**src/rtl/core/sae_pkg.sv**
```systemverilog
// ----------------------------------------------------------------------------
// sae_pkg
// Shared codes, field widths and parameter defaults of the sorted edge table.
// ----------------------------------------------------------------------------
package sae_pkg;

   // parameter defaults
   localparam int DEF_MAX_VERTICES = 1024;
   localparam int DEF_MAX_EDGES    = 4096;
   localparam int DEF_VALUE_BITS   = 32;

   // fixed field widths
   localparam int KIND_BITS      = 3;
   localparam int VERTEX_BITS    = 10;
   localparam int VALUE_IO_BITS  = 32;
   localparam int COUNT_BITS     = 11;
   localparam int HELD_BITS      = 13;
   localparam int STATUS_BITS    = 2;
   localparam int REQ_TDATA_BITS = 64;
   localparam int RSP_TDATA_BITS = 64;

   // request beat layout
   localparam int REQ_A_LO     = 0;
   localparam int REQ_B_LO     = REQ_A_LO + VERTEX_BITS;
   localparam int REQ_VALUE_LO = REQ_B_LO + VERTEX_BITS;
   localparam int REQ_TOTAL_LO = REQ_VALUE_LO + VALUE_IO_BITS;
   localparam int REQ_USED     = REQ_TOTAL_LO + COUNT_BITS;

   // response beat layout
   localparam int RSP_USED = STATUS_BITS + VALUE_IO_BITS + HELD_BITS + COUNT_BITS;

   // operation kinds
   localparam logic [KIND_BITS-1:0] KIND_CLEAR  = 3'd0;
   localparam logic [KIND_BITS-1:0] KIND_INSERT = 3'd1;
   localparam logic [KIND_BITS-1:0] KIND_GET    = 3'd2;
   localparam logic [KIND_BITS-1:0] KIND_SET    = 3'd3;
   localparam logic [KIND_BITS-1:0] KIND_INCR   = 3'd4;
   localparam logic [KIND_BITS-1:0] KIND_ENUM   = 3'd5;

   // result status
   localparam logic [STATUS_BITS-1:0] STAT_DONE   = 2'd0;
   localparam logic [STATUS_BITS-1:0] STAT_MISS   = 2'd1;
   localparam logic [STATUS_BITS-1:0] STAT_FULL   = 2'd2;
   localparam logic [STATUS_BITS-1:0] STAT_FROZEN = 2'd3;

endpackage

```
**src/rtl/core/sae_ctrl.sv**
```systemverilog
// ----------------------------------------------------------------------------
// sae_ctrl
// Operation sequencer: walks chains in the edge and head memories, inserts,
// updates values, numbers edges and holds the response beat.
// ----------------------------------------------------------------------------
module sae_ctrl #(
   parameter int MAX_VERTICES = 1024,
   parameter int MAX_EDGES    = 4096,
   parameter int VALUE_BITS   = 32,
   parameter int EDGE_AW      = $clog2(MAX_EDGES),
   parameter int HEAD_AW      = $clog2(MAX_VERTICES),
   parameter int LINK_W       = $clog2(MAX_EDGES + 1),
   parameter int WORD_W       = 2 * sae_pkg::VERTEX_BITS + VALUE_BITS + LINK_W
) (
   input  logic                                clock,
   input  logic                                reset,
   // request channel
   input  logic                                req_tvalid,
   output logic                                req_tready,
   input  logic [sae_pkg::REQ_TDATA_BITS-1:0]  req_tdata,
   input  logic [sae_pkg::KIND_BITS-1:0]       req_tuser,
   // response channel
   output logic                                rsp_tvalid,
   input  logic                                rsp_tready,
   output logic [sae_pkg::RSP_TDATA_BITS-1:0]  rsp_tdata,
   // orientation register
   input  logic                                csr_we,
   input  logic                                csr_wdata,
   // edge memory
   output logic                                edge_we,
   output logic [EDGE_AW-1:0]                  edge_addr,
   output logic [WORD_W-1:0]                   edge_wdata,
   input  logic [WORD_W-1:0]                   edge_rdata,
   // head memory
   output logic                                head_we,
   output logic [HEAD_AW-1:0]                  head_addr,
   output logic [LINK_W-1:0]                   head_wdata,
   input  logic [LINK_W-1:0]                   head_rdata
);
   import sae_pkg::*;

   localparam int VB   = VERTEX_BITS;
   localparam int P_LO = 2 * VB;
   localparam int L_LO = P_LO + VALUE_BITS;

   localparam logic [LINK_W-1:0] NULL_LINK = LINK_W'(MAX_EDGES);

   localparam logic [3:0] S_IDLE   = 4'd0;
   localparam logic [3:0] S_HREAD  = 4'd1;
   localparam logic [3:0] S_HCHK   = 4'd2;
   localparam logic [3:0] S_ECHK   = 4'd3;
   localparam logic [3:0] S_DECIDE = 4'd4;
   localparam logic [3:0] S_LINK   = 4'd5;
   localparam logic [3:0] S_EHEAD  = 4'd6;
   localparam logic [3:0] S_EHCHK  = 4'd7;
   localparam logic [3:0] S_EECHK  = 4'd8;
   localparam logic [3:0] S_ENEXT  = 4'd9;
   localparam logic [3:0] S_RESP   = 4'd10;

   logic [3:0]              state_ff, state_in;
   logic [KIND_BITS-1:0]    kind_ff, kind_in;
   logic [VB-1:0]           a_ff, a_in, b_ff, b_in;
   logic [VALUE_BITS-1:0]   val_ff, val_in;
   logic                    oriented_ff, oriented_in;
   logic                    frozen_ff, frozen_in;
   logic [LINK_W-1:0]       total_ff, total_in;
   logic [COUNT_BITS-1:0]   vc_ff, vc_in;
   logic [LINK_W-1:0]       cur_ff, cur_in;
   logic [LINK_W-1:0]       first_ff, first_in;
   logic                    head_node_ff, head_node_in;
   logic                    found_ff, found_in;
   logic [WORD_W-1:0]       word_ff, word_in;
   logic                    pred_ok_ff, pred_ok_in;
   logic [EDGE_AW-1:0]      pred_ff, pred_in;
   logic [WORD_W-1:0]       pred_word_ff, pred_word_in;
   logic [COUNT_BITS-1:0]   ix_ff, ix_in;
   logic [LINK_W-1:0]       num_ff, num_in;
   logic [STATUS_BITS-1:0]  status_ff, status_in;
   logic [VALUE_IO_BITS-1:0] result_ff, result_in;
   logic                    rsp_valid_ff, rsp_valid_in;
   logic [RSP_TDATA_BITS-1:0] rsp_data_ff, rsp_data_in;

   // request fields
   logic [VB-1:0]            rq_a, rq_b;
   logic [VALUE_IO_BITS-1:0] rq_value;
   logic [COUNT_BITS-1:0]    rq_total;
   logic                     swap;

   assign rq_a     = req_tdata[REQ_A_LO +: VB];
   assign rq_b     = req_tdata[REQ_B_LO +: VB];
   assign rq_value = req_tdata[REQ_VALUE_LO +: VALUE_IO_BITS];
   assign rq_total = req_tdata[REQ_TOTAL_LO +: COUNT_BITS];
   assign swap     = !oriented_ff && (rq_b < rq_a);

   // value conversions
   logic [63+VALUE_IO_BITS:0]       val_wide;
   logic [VALUE_BITS+31:0]          pay_wide;
   logic [VALUE_BITS+LINK_W-1:0]    num_wide;
   logic [HEAD_AW+COUNT_BITS-1:0]   a_wide, ix_wide;
   logic [HELD_BITS+LINK_W-1:0]     held_wide;

   assign val_wide  = {{64{rq_value[VALUE_IO_BITS-1]}}, rq_value};
   assign pay_wide  = {{32{word_ff[P_LO+VALUE_BITS-1]}}, word_ff[P_LO +: VALUE_BITS]};
   assign num_wide  = {{VALUE_BITS{1'b0}}, num_ff};
   assign a_wide    = {{(HEAD_AW+1){1'b0}}, a_ff};
   assign ix_wide   = {{HEAD_AW{1'b0}}, ix_ff};
   assign held_wide = {{HELD_BITS{1'b0}}, total_ff};

   // edge word fields on the read port
   logic [VB-1:0]     q_lo, q_hi;
   logic [LINK_W-1:0] q_link;
   logic              a_ok, b_ok, ix_ok;
   logic [VB-1:0]     ab_max;
   logic [COUNT_BITS-1:0] top;

   assign q_lo   = edge_rdata[0 +: VB];
   assign q_hi   = edge_rdata[VB +: VB];
   assign q_link = edge_rdata[L_LO +: LINK_W];
   assign a_ok   = int'(a_ff) < MAX_VERTICES;
   assign b_ok   = int'(b_ff) < MAX_VERTICES;
   assign ix_ok  = int'(ix_ff) < MAX_VERTICES;
   assign ab_max = (a_ff > b_ff) ? a_ff : b_ff;
   assign top    = {1'b0, ab_max} + 1'b1;

   // sequencer
   always_comb begin
      logic [WORD_W-1:0] wr_word;
      wr_word      = '0;
      state_in     = state_ff;
      kind_in      = kind_ff;
      a_in         = a_ff;
      b_in         = b_ff;
      val_in       = val_ff;
      oriented_in  = csr_we ? csr_wdata : oriented_ff;
      frozen_in    = frozen_ff;
      total_in     = total_ff;
      vc_in        = vc_ff;
      cur_in       = cur_ff;
      first_in     = first_ff;
      head_node_in = head_node_ff;
      found_in     = found_ff;
      word_in      = word_ff;
      pred_ok_in   = pred_ok_ff;
      pred_in      = pred_ff;
      pred_word_in = pred_word_ff;
      ix_in        = ix_ff;
      num_in       = num_ff;
      status_in    = status_ff;
      result_in    = result_ff;
      rsp_valid_in = rsp_valid_ff && !rsp_tready;
      rsp_data_in  = rsp_data_ff;
      req_tready   = 1'b0;
      edge_we      = 1'b0;
      edge_addr    = cur_ff[EDGE_AW-1:0];
      edge_wdata   = '0;
      head_we      = 1'b0;
      head_addr    = a_wide[HEAD_AW-1:0];
      head_wdata   = total_ff;

      unique case (state_ff)
         S_IDLE: begin
            req_tready = 1'b1;
            if (req_tvalid) begin
               kind_in    = req_tuser;
               a_in       = swap ? rq_b : rq_a;
               b_in       = swap ? rq_a : rq_b;
               val_in     = val_wide[VALUE_BITS-1:0];
               found_in   = 1'b0;
               pred_ok_in = 1'b0;
               first_in   = NULL_LINK;
               status_in  = STAT_DONE;
               result_in  = '0;
               unique case (req_tuser)
                  KIND_CLEAR: begin
                     vc_in     = (int'(rq_total) > MAX_VERTICES) ?
                                 COUNT_BITS'(MAX_VERTICES) : rq_total;
                     total_in  = '0;
                     frozen_in = 1'b0;
                     state_in  = S_RESP;
                  end
                  KIND_INSERT: begin
                     if (frozen_ff) begin
                        status_in = STAT_FROZEN;
                        state_in  = S_RESP;
                     end else begin
                        state_in = S_HREAD;
                     end
                  end
                  KIND_GET, KIND_SET, KIND_INCR: begin
                     state_in = S_HREAD;
                  end
                  KIND_ENUM: begin
                     if (frozen_ff) begin
                        status_in = STAT_FROZEN;
                        state_in  = S_RESP;
                     end else begin
                        ix_in    = '0;
                        num_in   = '0;
                        state_in = S_EHEAD;
                     end
                  end
                  default: begin
                     state_in = S_RESP;
                  end
               endcase
            end
         end

         // fetch the chain head of the first vertex
         S_HREAD: begin
            state_in = a_ok ? S_HCHK : S_DECIDE;
         end

         S_HCHK: begin
            if (head_rdata < total_ff) begin
               edge_addr    = head_rdata[EDGE_AW-1:0];
               cur_in       = head_rdata;
               head_node_in = 1'b1;
               state_in     = S_ECHK;
            end else begin
               state_in = S_DECIDE;
            end
         end

         // chain walk: a head left from before a clear fails the owner check
         S_ECHK: begin
            head_node_in = 1'b0;
            if (head_node_ff && (q_lo != a_ff)) begin
               state_in = S_DECIDE;
            end else begin
               if (head_node_ff) begin
                  first_in = cur_ff;
               end
               if (q_hi == b_ff) begin
                  found_in = 1'b1;
                  word_in  = edge_rdata;
                  state_in = S_DECIDE;
               end else if (q_hi < b_ff) begin
                  pred_ok_in   = 1'b1;
                  pred_in      = cur_ff[EDGE_AW-1:0];
                  pred_word_in = edge_rdata;
                  if (q_link < total_ff) begin
                     edge_addr = q_link[EDGE_AW-1:0];
                     cur_in    = q_link;
                  end else begin
                     state_in = S_DECIDE;
                  end
               end else begin
                  state_in = S_DECIDE;
               end
            end
         end

         S_DECIDE: begin
            state_in = S_RESP;
            priority case (kind_ff)
               KIND_GET: begin
                  if (found_ff) begin
                     result_in = pay_wide[VALUE_IO_BITS-1:0];
                  end else begin
                     status_in = STAT_MISS;
                     result_in = '1;
                  end
               end
               KIND_SET, KIND_INCR: begin
                  if (found_ff) begin
                     wr_word = word_ff;
                     wr_word[P_LO +: VALUE_BITS] = (kind_ff == KIND_SET) ? val_ff :
                        word_ff[P_LO +: VALUE_BITS] + 1'b1;
                     edge_we    = 1'b1;
                     edge_wdata = wr_word;
                  end else begin
                     status_in = STAT_MISS;
                  end
               end
               KIND_INSERT: begin
                  if (found_ff) begin
                     status_in = STAT_MISS;
                  end else if (total_ff == NULL_LINK) begin
                     status_in = STAT_FULL;
                  end else if (!a_ok || !b_ok) begin
                     status_in = STAT_MISS;
                  end else begin
                     wr_word[0 +: VB]              = a_ff;
                     wr_word[VB +: VB]             = b_ff;
                     wr_word[P_LO +: VALUE_BITS]   = val_ff;
                     wr_word[L_LO +: LINK_W]       = pred_ok_ff ?
                        pred_word_ff[L_LO +: LINK_W] : first_ff;
                     edge_we    = 1'b1;
                     edge_addr  = total_ff[EDGE_AW-1:0];
                     edge_wdata = wr_word;
                     total_in   = total_ff + 1'b1;
                     vc_in      = (top > vc_ff) ? top : vc_ff;
                     cur_in     = total_ff;
                     if (pred_ok_ff) begin
                        state_in = S_LINK;
                     end else begin
                        head_we = 1'b1;
                     end
                  end
               end
               default: begin
               end
            endcase
         end

         // relink the predecessor to the new edge
         S_LINK: begin
            wr_word = pred_word_ff;
            wr_word[L_LO +: LINK_W] = cur_ff;
            edge_we    = 1'b1;
            edge_addr  = pred_ff;
            edge_wdata = wr_word;
            state_in   = S_RESP;
         end

         // enumerate: next vertex head
         S_EHEAD: begin
            head_addr = ix_wide[HEAD_AW-1:0];
            if ((ix_ff < vc_ff) && ix_ok) begin
               state_in = S_EHCHK;
            end else begin
               frozen_in = 1'b1;
               state_in  = S_RESP;
            end
         end

         S_EHCHK: begin
            if (head_rdata < total_ff) begin
               edge_addr    = head_rdata[EDGE_AW-1:0];
               cur_in       = head_rdata;
               head_node_in = 1'b1;
               state_in     = S_EECHK;
            end else begin
               ix_in    = ix_ff + 1'b1;
               state_in = S_EHEAD;
            end
         end

         // enumerate: number one edge
         S_EECHK: begin
            head_node_in = 1'b0;
            if (head_node_ff && ({1'b0, q_lo} != ix_ff)) begin
               ix_in    = ix_ff + 1'b1;
               state_in = S_EHEAD;
            end else begin
               wr_word = edge_rdata;
               wr_word[P_LO +: VALUE_BITS] = num_wide[VALUE_BITS-1:0];
               edge_we    = 1'b1;
               edge_wdata = wr_word;
               num_in     = num_ff + 1'b1;
               first_in   = q_link;
               state_in   = S_ENEXT;
            end
         end

         S_ENEXT: begin
            if (first_ff < total_ff) begin
               edge_addr = first_ff[EDGE_AW-1:0];
               cur_in    = first_ff;
               state_in  = S_EECHK;
            end else begin
               ix_in    = ix_ff + 1'b1;
               state_in = S_EHEAD;
            end
         end

         // hand the beat to the output register once it is free
         S_RESP: begin
            if (!rsp_valid_ff || rsp_tready) begin
               rsp_valid_in = 1'b1;
               rsp_data_in  = {{(RSP_TDATA_BITS-RSP_USED){1'b0}}, vc_ff,
                               held_wide[HELD_BITS-1:0], result_ff, status_ff};
               state_in     = S_IDLE;
            end
         end

         default: begin
            state_in = S_IDLE;
         end
      endcase
   end

   // control registers
   always_ff @(posedge clock) begin
      if (reset) begin
         state_ff     <= S_IDLE;
         oriented_ff  <= 1'b0;
         frozen_ff    <= 1'b0;
         total_ff     <= '0;
         vc_ff        <= '0;
         rsp_valid_ff <= 1'b0;
      end else begin
         state_ff     <= state_in;
         oriented_ff  <= oriented_in;
         frozen_ff    <= frozen_in;
         total_ff     <= total_in;
         vc_ff        <= vc_in;
         rsp_valid_ff <= rsp_valid_in;
      end
   end

   // working registers
   always_ff @(posedge clock) begin
      kind_ff      <= kind_in;
      a_ff         <= a_in;
      b_ff         <= b_in;
      val_ff       <= val_in;
      cur_ff       <= cur_in;
      first_ff     <= first_in;
      head_node_ff <= head_node_in;
      found_ff     <= found_in;
      word_ff      <= word_in;
      pred_ok_ff   <= pred_ok_in;
      pred_ff      <= pred_in;
      pred_word_ff <= pred_word_in;
      ix_ff        <= ix_in;
      num_ff       <= num_in;
      status_ff    <= status_in;
      result_ff    <= result_in;
      rsp_data_ff  <= rsp_data_in;
   end

   assign rsp_tvalid = rsp_valid_ff;
   assign rsp_tdata  = rsp_data_ff;

`ifndef SYNTH
   // writes land only on stored slots or the next free one
   a_edge_wr_range: assert property (@(posedge clock) disable iff (reset)
      edge_we |-> ({1'b0, edge_addr} <= total_ff))
      else $error("edge write beyond fill");

   // edge count stays within the store
   a_total_cap: assert property (@(posedge clock) disable iff (reset)
      total_ff <= NULL_LINK)
      else $error("edge count overflow");

   // a new chain head always names the slot being filled
   a_head_wr: assert property (@(posedge clock) disable iff (reset)
      head_we |-> (head_wdata == total_ff && edge_we))
      else $error("head write mismatch");

   // a frozen table's edge count changes only through a clear
   a_frozen_hold: assert property (@(posedge clock) disable iff (reset)
      $past(frozen_ff) && (total_ff != $past(total_ff)) |-> (total_ff == '0))
      else $error("insert while frozen");
`endif

endmodule
```
**config.mk**
```make
export PLATFORM = sky130hd
export DESIGN_NAME = sae_ctrl
export DESIGN_NICKNAME = d
export VERILOG_FILES = /design/src/rtl/core/sae_pkg.sv /design/src/rtl/core/sae_ctrl.sv
export SDC_FILE = /design/constraint.sdc
export NUM_CORES = 1
export LEC_CHECK = 0
export ABC_AREA = 1
export BUFFER_PORTS_ARGS = -buffer_cell sky130_fd_sc_hd__buf_2
export CAP_MARGIN = 15
export CORE_UTILIZATION = 35
export DETAILED_ROUTE_END_ITERATION = 10
export SLEW_MARGIN = 10
export SYNTH_ARGS = -nofsm -noshare
export SYNTH_HDL_FRONTEND = slang
export SYNTH_SLANG_ARGS = --single-unit
```
**constraint.sdc**
```tcl
create_clock -name clock -period 11.8 [get_ports clock]
set_input_delay 2.95 -clock clock [delete_from_list [all_inputs] [get_ports clock]]
set_output_delay 2.95 -clock clock [all_outputs]
set_load 0.01 [all_outputs]
```
# Word level (Yosys, flattened, before mapping)
# Index checks and enable logic that the tools add are counted.
totals:
  regBits: 373
  in_bits: 151
  word_cells: 254
classes:
  add_sub_neg: 5
  n_lt_le_gt_ge: 10
  eq_ne: 50
  mux: 122
  bitwise: 2
  n_reduce_logical: 42
op_table:
  columns: ["operator", "count"]
  rows:
  - ["two-way mux 13 bit", 23]
  - ["two-way mux 65 bit", 4]
  - ["case mux 65 bit (3 select lines)", 1]
  - ["two-way mux 11 bit", 13]
  - ["case mux 65 bit (2 select lines)", 1]
  - ["two-way mux 32 bit", 4]
  - ["two-way mux 12 bit", 9]
  - ["two-way mux 4 bit", 16]
  - ["case mux 32 bit (2 select lines)", 1]
  - ["case mux 12 bit (5 select lines)", 1]
  - ["case mux 13 bit (2 select lines)", 2]
  - ["case mux 13 bit (4 select lines)", 1]
  - ["case mux 11 bit (4 select lines)", 1]
  - ["case mux 4 bit (11 select lines)", 1]
  - ["two-way mux 10 bit", 4]
  - ["less-than comparator 13 bit", 3]
  - ["case mux 13 bit (3 select lines)", 1]
  - ["inequality test 2 bit, second input constant", 19]
  - ["adder 32 x 1 -> 32 bit, second input constant", 1]
  - ["adder 13 x 1 -> 13 bit, second input constant", 2]
  - ["two-way mux 1 bit", 22]
  - ["case mux 11 bit (2 select lines)", 1]
  - ["less-than comparator 10 bit", 2]
  - ["AND reduction 5 bit", 4]
  - ["other kinds (45)", 94]

# Depth between registers and ports, before layout
# Gate-level depths: netlist of run 1.
logic_depth:
  depth_word: 9
  ltp_mapped: 30
  depth_no_buf: 30

# Worst setup path before layout of run 1
# OpenSTA, ideal clock, no wires.
synth_path:
  path_type: "in2reg"
  start: "input edge_rdata[17]"
  end: "register pred_ff[0] (enable)"
  t_arrival_ns: 11.062
  setup_slack_ns: 0.036
  path_stages: 5
  n_path_buf: 0
  cell_sequence: "ha_1 -> a21o_1 -> a21boi_0 -> nand3_1 -> nor4_1"
synth_via:
  elab_chain_cells: 3
  elab_cells_between_ends: 4
  cone_classes: "order compare: 1; eq/ne: 1; bitwise: 1; reduce/logical: 1"
synth_lines:
  columns: ["item", "line", "source"]
  rows:
  - ["from (decl)", "sae_ctrl.sv:33", "input logic [WORD_W-1:0] edge_rdata,"]
  - ["parallel branches: the longest is 2 deep, another holds less-than comparator 10 bit", null, null]
  - ["AND reduction 4 bit (no source line) *", null, null]
  - ["to (signal assigned)", "sae_ctrl.sv:415", "pred_ff <= pred_in;"]
  - ["to (decl)", "sae_ctrl.sv:74", "logic [EDGE_AW-1:0] pred_ff, pred_in;"]
# Every way passes the cells marked *.
# A chain may end at the register's enable or synchronous reset.

# Worst setup path in the final report of run 1
layout_path:
  start: "input head_rdata[2]"
  end: "output edge_addr[0]"
layout_via:
  elab_chain_cells: 3
layout_lines:
  columns: ["item", "line", "source"]
  rows:
  - ["from (decl)", "sae_ctrl.sv:38", "input logic [LINK_W-1:0] head_rdata"]
  - ["less-than comparator 13 bit", "sae_ctrl.sv:215, sae_ctrl.sv:329", null]
  - ["two-way mux 12 bit", "sae_ctrl.sv:215, sae_ctrl.sv:329", null]
  - ["case mux 12 bit (5 select lines)", "sae_ctrl.sv:160", "unique case (state_ff)"]
  - ["to (decl)", "sae_ctrl.sv:31", "output logic [EDGE_AW-1:0] edge_addr,"]
# No other way between the ends.

==> results.ini, run 1 <==
[outcome]
outcome=finished, final reports clean

[place]
dp_hpwl_mm=50.4
place.gp.congestion=0.953
post-place-ws_ns=3.29
io_buffers=311
place_area_um2=22500

[clocking]
cts_tree=yes
clk_latency_ns=0.58
cts_hold_buf=0
cts_setup_buffers=0
cts.sinks=373
cts_buffer_depth=3
clk_pin_slew_worst_paths_ns=0.06
htreeDepth=2
numCtsBuffers=44
cts_root_buf=clkbuf_16
cts_resized=0

[timing]
slew_violations=0
hold_viol_final=0
worstMarginPinSlew_ns=1.07
max_freq_mhz=117
setup_viol_count_final=0
finClkSkew_ns=0.0174
final.period_utilization_pct=72.3
finalCriticalPeriod_ns=8.53
fin_ws_ns=3.27
max_slew_margin_pct=28.5
finalSetupTns_ns=0
rsz0062_at_grt=false

[global_routing]
grt_max_degree=59
grtUsageTotal_pct=23.1
grt.met1_usage_pct=31.3
grt_overflow_total=0
grt.busiest_layer=met2
grt_pass1_vias=16600
antenna_found_initial=7
use_met2_pct=36.9
grt_pass1_wl_mm=103
gr-usage-met3_pct=4.71

[setup_path]
cpPeakStageDelay_ns=0.34
worstPathRequired_ns=8.85
crit_family=simple AND/OR/NAND/NOR gates
r2r-start=a_ff[5]$_DFFE_PP_
worstPathArrival_ns=5.58
crit_slowest_cell=nand2_1
worstPathCellList=buf_2 > ha_1 > nand2_1 > inv_1 > o21ai_0 > nand3_1 > nand4_1 > nand2_1 > nand2_1 > nand2_1 > nor2_1 > nand2_2 > a21oi_1 > o21ai_1 > buf_2
cp_num_buf_inv=3
worstSetupStartpoint=head_rdata[2]
cp_max_fo=10
rrSetupSlack_ns=7.36
crit_path_end_kind=output port
critPathKind=in -> out
crit_path_frequent_cell=nand2_1
worstSetupStartpointType=primary input

[route]
routed_wl_mm=69.3
ant_nets=0
drc=0
wire_per_inst_um=21.4
drtPass1Iterations=5
vias=17200
dr.first_iter.drc_count=1776
viasPerCell=5.31

[power_and_ir_drop]
intPower_mw=3.08
power_switching_mw=2.03
seqPwrFrac_pct=38.9
power.total_mw=5.11
switching_share_pct=39.7
pwr-share-comb_pct=35.4
leakage_nw=9.86
p_per_area_nw_per_um2=214
p_clk_share_pct=25.7
vdd_drop_max_mv=0.120

[synth]
yosys_most_used_dff=edfxtp_1
synthCells=2140
synth_area_leaders=edfxtp_1, nand2_1, ha_1, inv_1, a21oi_1
ys_seq_area_share_pct=54.2
yosysTopAreaCell=edfxtp_1
yosys.cell_types.count=61
synth-edff-count=342
avgSynthCellArea_um2=9.39
synth.ff_latch_count=373
ys_warn_count=0
syn_area_um2=20100
async_reset_ff_share_pct=0
synth_top_area_share_pct=51.1

[layout]
drive_gt1_share_pct=19.5
multi_input_area_um2=8020
fillers=5617
fin_nets=2696
seqCellArea_um2=10900
final_util_pct=42.2
syn_to_final_growth_pct=18.8
design_area_um2=23900

[floorplanning]
die_w_um=242
ios=319
die_y_um=242
start_util_pct=35.5
core_region_area_um2=56600
die_area_um2=58400
rows=87

[hold_path]
holdCritPathClass=reg -> reg
holdCritStartpoint=result_ff[27]$_SDFFCE_PN0P_

[run]
drv_cap=0

==> placed cells by master (no fill, tap or decap), types with 11 or more instances in the layout <==
cell       instances
nand2_1          489
edfxtp_1         342
buf_2            311
inv_1            224
nor2_1           164
a21oi_1          137
o21ai_0          123
nand3_1          101
ha_1              92
clkbuf_16         45
nor3_1            38
nand4_1           32
dfxtp_1           31
o21ai_1           25
a22oi_1           25
o211ai_1          23
xor2_1            23
inv_2             20
buf_4             20
nor2_2            14
o22ai_1           13
o2111ai_1         12
o221ai_1          12
nor2_4            11
nor4_1            11
clkinv_2          11
==> metal layers <==
layer	routed length [um]	share of wire, %	vias up
li1	-	-	8083
met3	4970	7.2	130
met4	1990	2.9	6
met1	30600	44	8275
met2	31700	46	719
met5	38	0.055	-
==> layout make-up <==
cell class | count | area share, %
diodes | 1 | 0.0105
clock buffers | 53 | 4.93
clock inverters | 27 | 0.828
inverters | 246 | 3.88
multi-input cells | 1456 | 33.6
flip-flops and latches | 373 | 45.6
well taps | 756 | 3.96
repair buffers | 332 | 7.21
==> worst paths after layout <==
check / depth (start not counted) / end
max: 15 / edge_addr[0]
min: 0 / rsp_tdata[29]$_DFFE_PP_
max reg2reg: 26 / vc_ff[6]$_SDFFE_PP0P_
min reg2reg: 0 / rsp_tdata[29]$_DFFE_PP_
==> power by group through the flow <==
stage	Combinational (mW)	Clock, mW	Sequential [mW]
5_1_grt	2.00	1.39	2.01
4_1_cts	1.81	1.35	1.99
6_report	1.81	1.32	1.99
2_1_floorplan	1.19	0	1.94
3_3_place_gp	1.77	0	2.00
3_5_place_dp	1.80	0	2.01
==> synth_stat cells, types with 8 or more instances <==
cell type and n:
xor2_1 23, buf_4 12, edfxtp_1 342, o21ai_0 123
nand2_1 489, o21ai_1 25, inv_1 224, nand2_2 9
dfxtp_1 31, nor2_1 168, o22ai_1 13, o2111ai_1 12
o221ai_1 12, nor3_1 39, a22oi_1 25, buf_2 13
ha_1 92, nand3_1 101, nand4_1 32, o211ai_1 23
nor2_4 8, nor2_2 13, a21oi_1 138, inv_2 20
clkbuf_1 36, nor4_1 13
==> logic make-up (layout without fill, tap and decap cells) <==
kind of cell    after synthesis  in the layout  synth area share [%]
xor+xnor                     28             28                  1.22
simple gates                908            908                  20.0
compound gates              422            422                  12.5
buf+inv                     316            658                  6.31
flops                       373            373                  54.2
other cells                   1              7                0.0187
fa+ha+maj                    92             92                  5.73
==> sequential cells by signal (all words and copies together), names as in the netlist <==
register / flops
a_ff: 10
b_ff: 10
cur_ff: 13
first_ff: 13
found_ff: 1
frozen_ff: 1
head_node_ff: 1
head_wdata: 13
ix_ff: 11
kind_ff: 3
num_ff: 13
oriented_ff: 1
pred_ff: 12
pred_ok_ff: 1
pred_word_ff: 65
result_ff: 32
rsp_tdata: 58
rsp_tvalid: 1
state_ff: 4
status_ff: 2
val_ff: 32
vc_ff: 11
word_ff: 65
==> per-stage QoR <==
stage,hold slack (ns),std cells
final,0.415,3244
after global routing,0.425,3244
after CTS,0.417,3242
after detailed placement,0.405,3162
after global placement,0.406,3162
after floorplan,0.400,2145
Power figures use the tool's default switching activity.
==> run 2, diff against run 1 <==
Clock period 11.8 ns to 7.1 ns, I/O delays scaled along.
==> run 2 against run 1 <==
Flip-flop and latch count did not move; design area is 0.44% higher; clock skew fell by 0.00058 ns; clock power rose by 70%; critical path type unchanged; non-clock buffer count rose by 4; worst setup slack got worse by 2.4 ns; routed wire length about the same; sequential power up 64%; die area unchanged.
==> results.ini, run 2 (same netlist as run 1, synthesis figures left out) <==
[outcome]
outcome=finished, final reports clean  ; unchanged

[route]
drc=0  ; unchanged
routed_wl_mm=69.2  ; was 69.3 mm
vias=17100  ; was 17,200
viasPerCell=5.24  ; was 5.31
wire_per_inst_um=21.3  ; was 21.4 um
drtPass1Iterations=8  ; was 5
route.met3.wl_mm=4.93  ; was 4.97 mm
routedLengthMet1_mm=29.8  ; was 30.6 mm
dr.first_iter.drc_count=1500  ; was 1,776
top_layer=met5  ; unchanged
wl_met2_mm=32.7  ; was 31.7 mm
ant_nets=0  ; unchanged

[power_and_ir_drop]
switching_share_pct=39.5  ; was 39.7%
vdd_drop_max_mv=0.200  ; was 0.120 mV
intPower_mw=5.18  ; was 3.08 mW
seqPwrFrac_pct=38.1  ; was 38.9%
p_per_area_nw_per_um2=357  ; was 214 nW/um2
leakage_nw=9.90  ; was 9.86 nW
power_switching_mw=3.39  ; was 2.03 mW
p_clk_share_pct=26.3  ; was 25.7%
pwr-share-comb_pct=35.6  ; was 35.4%

[timing]
fin_ws_ns=0.876  ; was 3.27 ns
max_slew_margin_pct=28.7  ; was 28.5%
rsz0062_at_grt=false  ; unchanged
finClkSkew_ns=0.0168  ; was 0.0174 ns
max_freq_mhz=161
setup_viol_count_final=0  ; unchanged
slew_violations=0  ; unchanged
finalCriticalPeriod_ns=6.22
worstMarginPinSlew_ns=1.07  ; about the same
final.period_utilization_pct=87.7
finalSetupTns_ns=0  ; unchanged
hold_viol_final=0  ; unchanged

[global_routing]
grt_overflow_total=0  ; unchanged
grt_pass1_wl_mm=103  ; about the same
grt_max_degree=56  ; was 59
antenna_found_initial=10  ; was 7
grtUsageTotal_pct=23.0  ; was 23.1%
grt_pass1_vias=16600  ; about the same

[layout]
design_area_um2=24000  ; was 23,900 um2
fin_nets=2701  ; was 2,696
drive_gt1_share_pct=19.5  ; about the same
seqCellArea_um2=10900  ; unchanged
fillers=5596  ; was 5,617
syn_to_final_growth_pct=19.3  ; was 18.8%
multi_input_area_um2=8040  ; was 8020 um2
layout.cells.most_common=nand2_1  ; unchanged
final_cell_mix=nand2_1, edfxtp_1, buf_2, inv_1, nor2_1  ; unchanged

[setup_path]
worstSetupStartpointType=primary input  ; unchanged
worstPathRequired_ns=5.33  ; was 8.85 ns
worstPathArrival_ns=4.45  ; was 5.58 ns
critPathKind=in -> out  ; unchanged
crit_path_end_kind=output port  ; unchanged
timing.rr.end=vc_ff[10]$_SDFFE_PP0P_  ; was vc_ff[6]$_SDFFE_PP0P_
cp_max_fo=9  ; was 10
reg2regPathDepth=25  ; was 26
r2r-start=a_ff[9]$_DFFE_PP_  ; was a_ff[5]$_DFFE_PP_
rrSetupSlack_ns=2.65  ; was 7.36 ns

[clocking]
clk_pin_slew_worst_paths_ns=0.05  ; was 0.06 ns
clk_latency_ns=0.59  ; was 0.58 ns
numCtsBuffers=45  ; was 44
cts_hold_buf=0  ; unchanged
cts.sinks=373  ; unchanged
cts_setup_buffers=0  ; unchanged
cts_resized=0  ; unchanged
cts_tree=yes  ; unchanged
htreeDepth=2  ; unchanged
cts_root_buf=clkbuf_16  ; unchanged
cts_buffer_depth=3  ; unchanged

[hold_path]
holdCritStartpoint=result_ff[16]$_SDFFCE_PN0P_  ; was result_ff[27]$_SDFFCE_PN0P_
holdPathEnd=rsp_tdata[18]$_DFFE_PP_  ; was rsp_tdata[29]$_DFFE_PP_
holdCritPathClass=reg -> reg  ; unchanged
hold_path_depth=0  ; unchanged

[place]
dp_hpwl_mm=50.8  ; was 50.4 mm
io_buffers=311  ; unchanged
place.gp.congestion=0.941  ; was 0.953
post-place-ws_ns=0.995  ; was 3.29 ns
place_area_um2=22500  ; about the same

[floorplanning]
die_w_um=242  ; unchanged
die_area_um2=58400  ; unchanged
core_region_area_um2=56600  ; unchanged
start_util_pct=35.5  ; unchanged
ios=319  ; unchanged
rows=87  ; unchanged
die_y_um=242  ; unchanged

[run]
drv_cap=0  ; unchanged

[run 2: cell types whose count changed in the layout (fill, tap and decap cells not counted), moves of 2 or more]
| cell | previous run | this run |
|---|---|---|
| clkbuf_1 | 6 | 14 |
| buf_4 | 20 | 24 |
| clkinv_2 | 11 | 6 |
| diode_2 | 1 | 4 |
| clkinv_8 | 0 | 2 |
[run 2: critical path, stage by stage]
cell     delay (ns)
buf_2          0.12
ha_1           0.29
a21oi_1        0.25
o21ai_0        0.12
a21oi_1        0.40
nand2_1        0.13
nand2_1        0.08
nand2_1        0.09
nor2_1         0.33
nand2_2        0.30
a21oi_1        0.32
nand2_1        0.09
buf_2          0.15
[run 2: worst max path at each step]
| stage | from | to | depth (start not counted) |
|---|---|---|---|
| 2_1_floorplan | edge_rdata[15] | word_ff[0]$_DFFE_PP_ | 7 |
| 3_3_place_gp | head_rdata[6] | edge_addr[4] | 13 |
| 3_5_place_dp | head_rdata[6] | edge_addr[4] | 13 |
| 4_1_cts | head_rdata[6] | edge_addr[4] | 13 |
| 5_1_grt | head_rdata[6] | edge_addr[4] | 13 |
| 6_report | head_rdata[6] | edge_addr[4] | 13 |
[run 2: metrics by stage]
stage | hold slack, ns | instances | util [%] | power [mW]
floorplan | 0.400 | 2145 | - | 5.21
detailed placement | 0.405 | 3166 | 39.8 | 6.33
CTS | 0.418 | 3250 | 42.3 | 8.60
finish | 0.415 | 3255 | 42.4 | 8.57
global placement | 0.406 | 3166 | 39.8 | 6.27
global route | 0.423 | 3254 | 42.4 | 9.05
[run 2: cell type report]
cell class                      instances  area share, %
Sequential cell                       373           45.4
Multi-Input combinational cell       1456           33.5
Timing Repair Buffer                  336           7.29
Clock buffer                           61           5.03
Tap cell                              756           3.94
Inverter                              246           3.86
Clock inverter                         23          0.892
Antenna cell                            4         0.0417
[run 2: routing by layer]
layer,track usage [%],up-vias
li1,-,8104
met1,30.9,8118
met2,37.9,727
met3,4.05,108
met4,6.89,8
met5,0,-
[run 2: power groups by stage]
stage,logic (mW),clock network [mW],registers [mW]
after global routing,3.37,2.37,3.30
after global placement,2.98,0,3.29
after detailed placement,3.03,0,3.30
after CTS,3.05,2.29,3.26
after floorplan,1.98,0,3.23
final,3.05,2.25,3.26
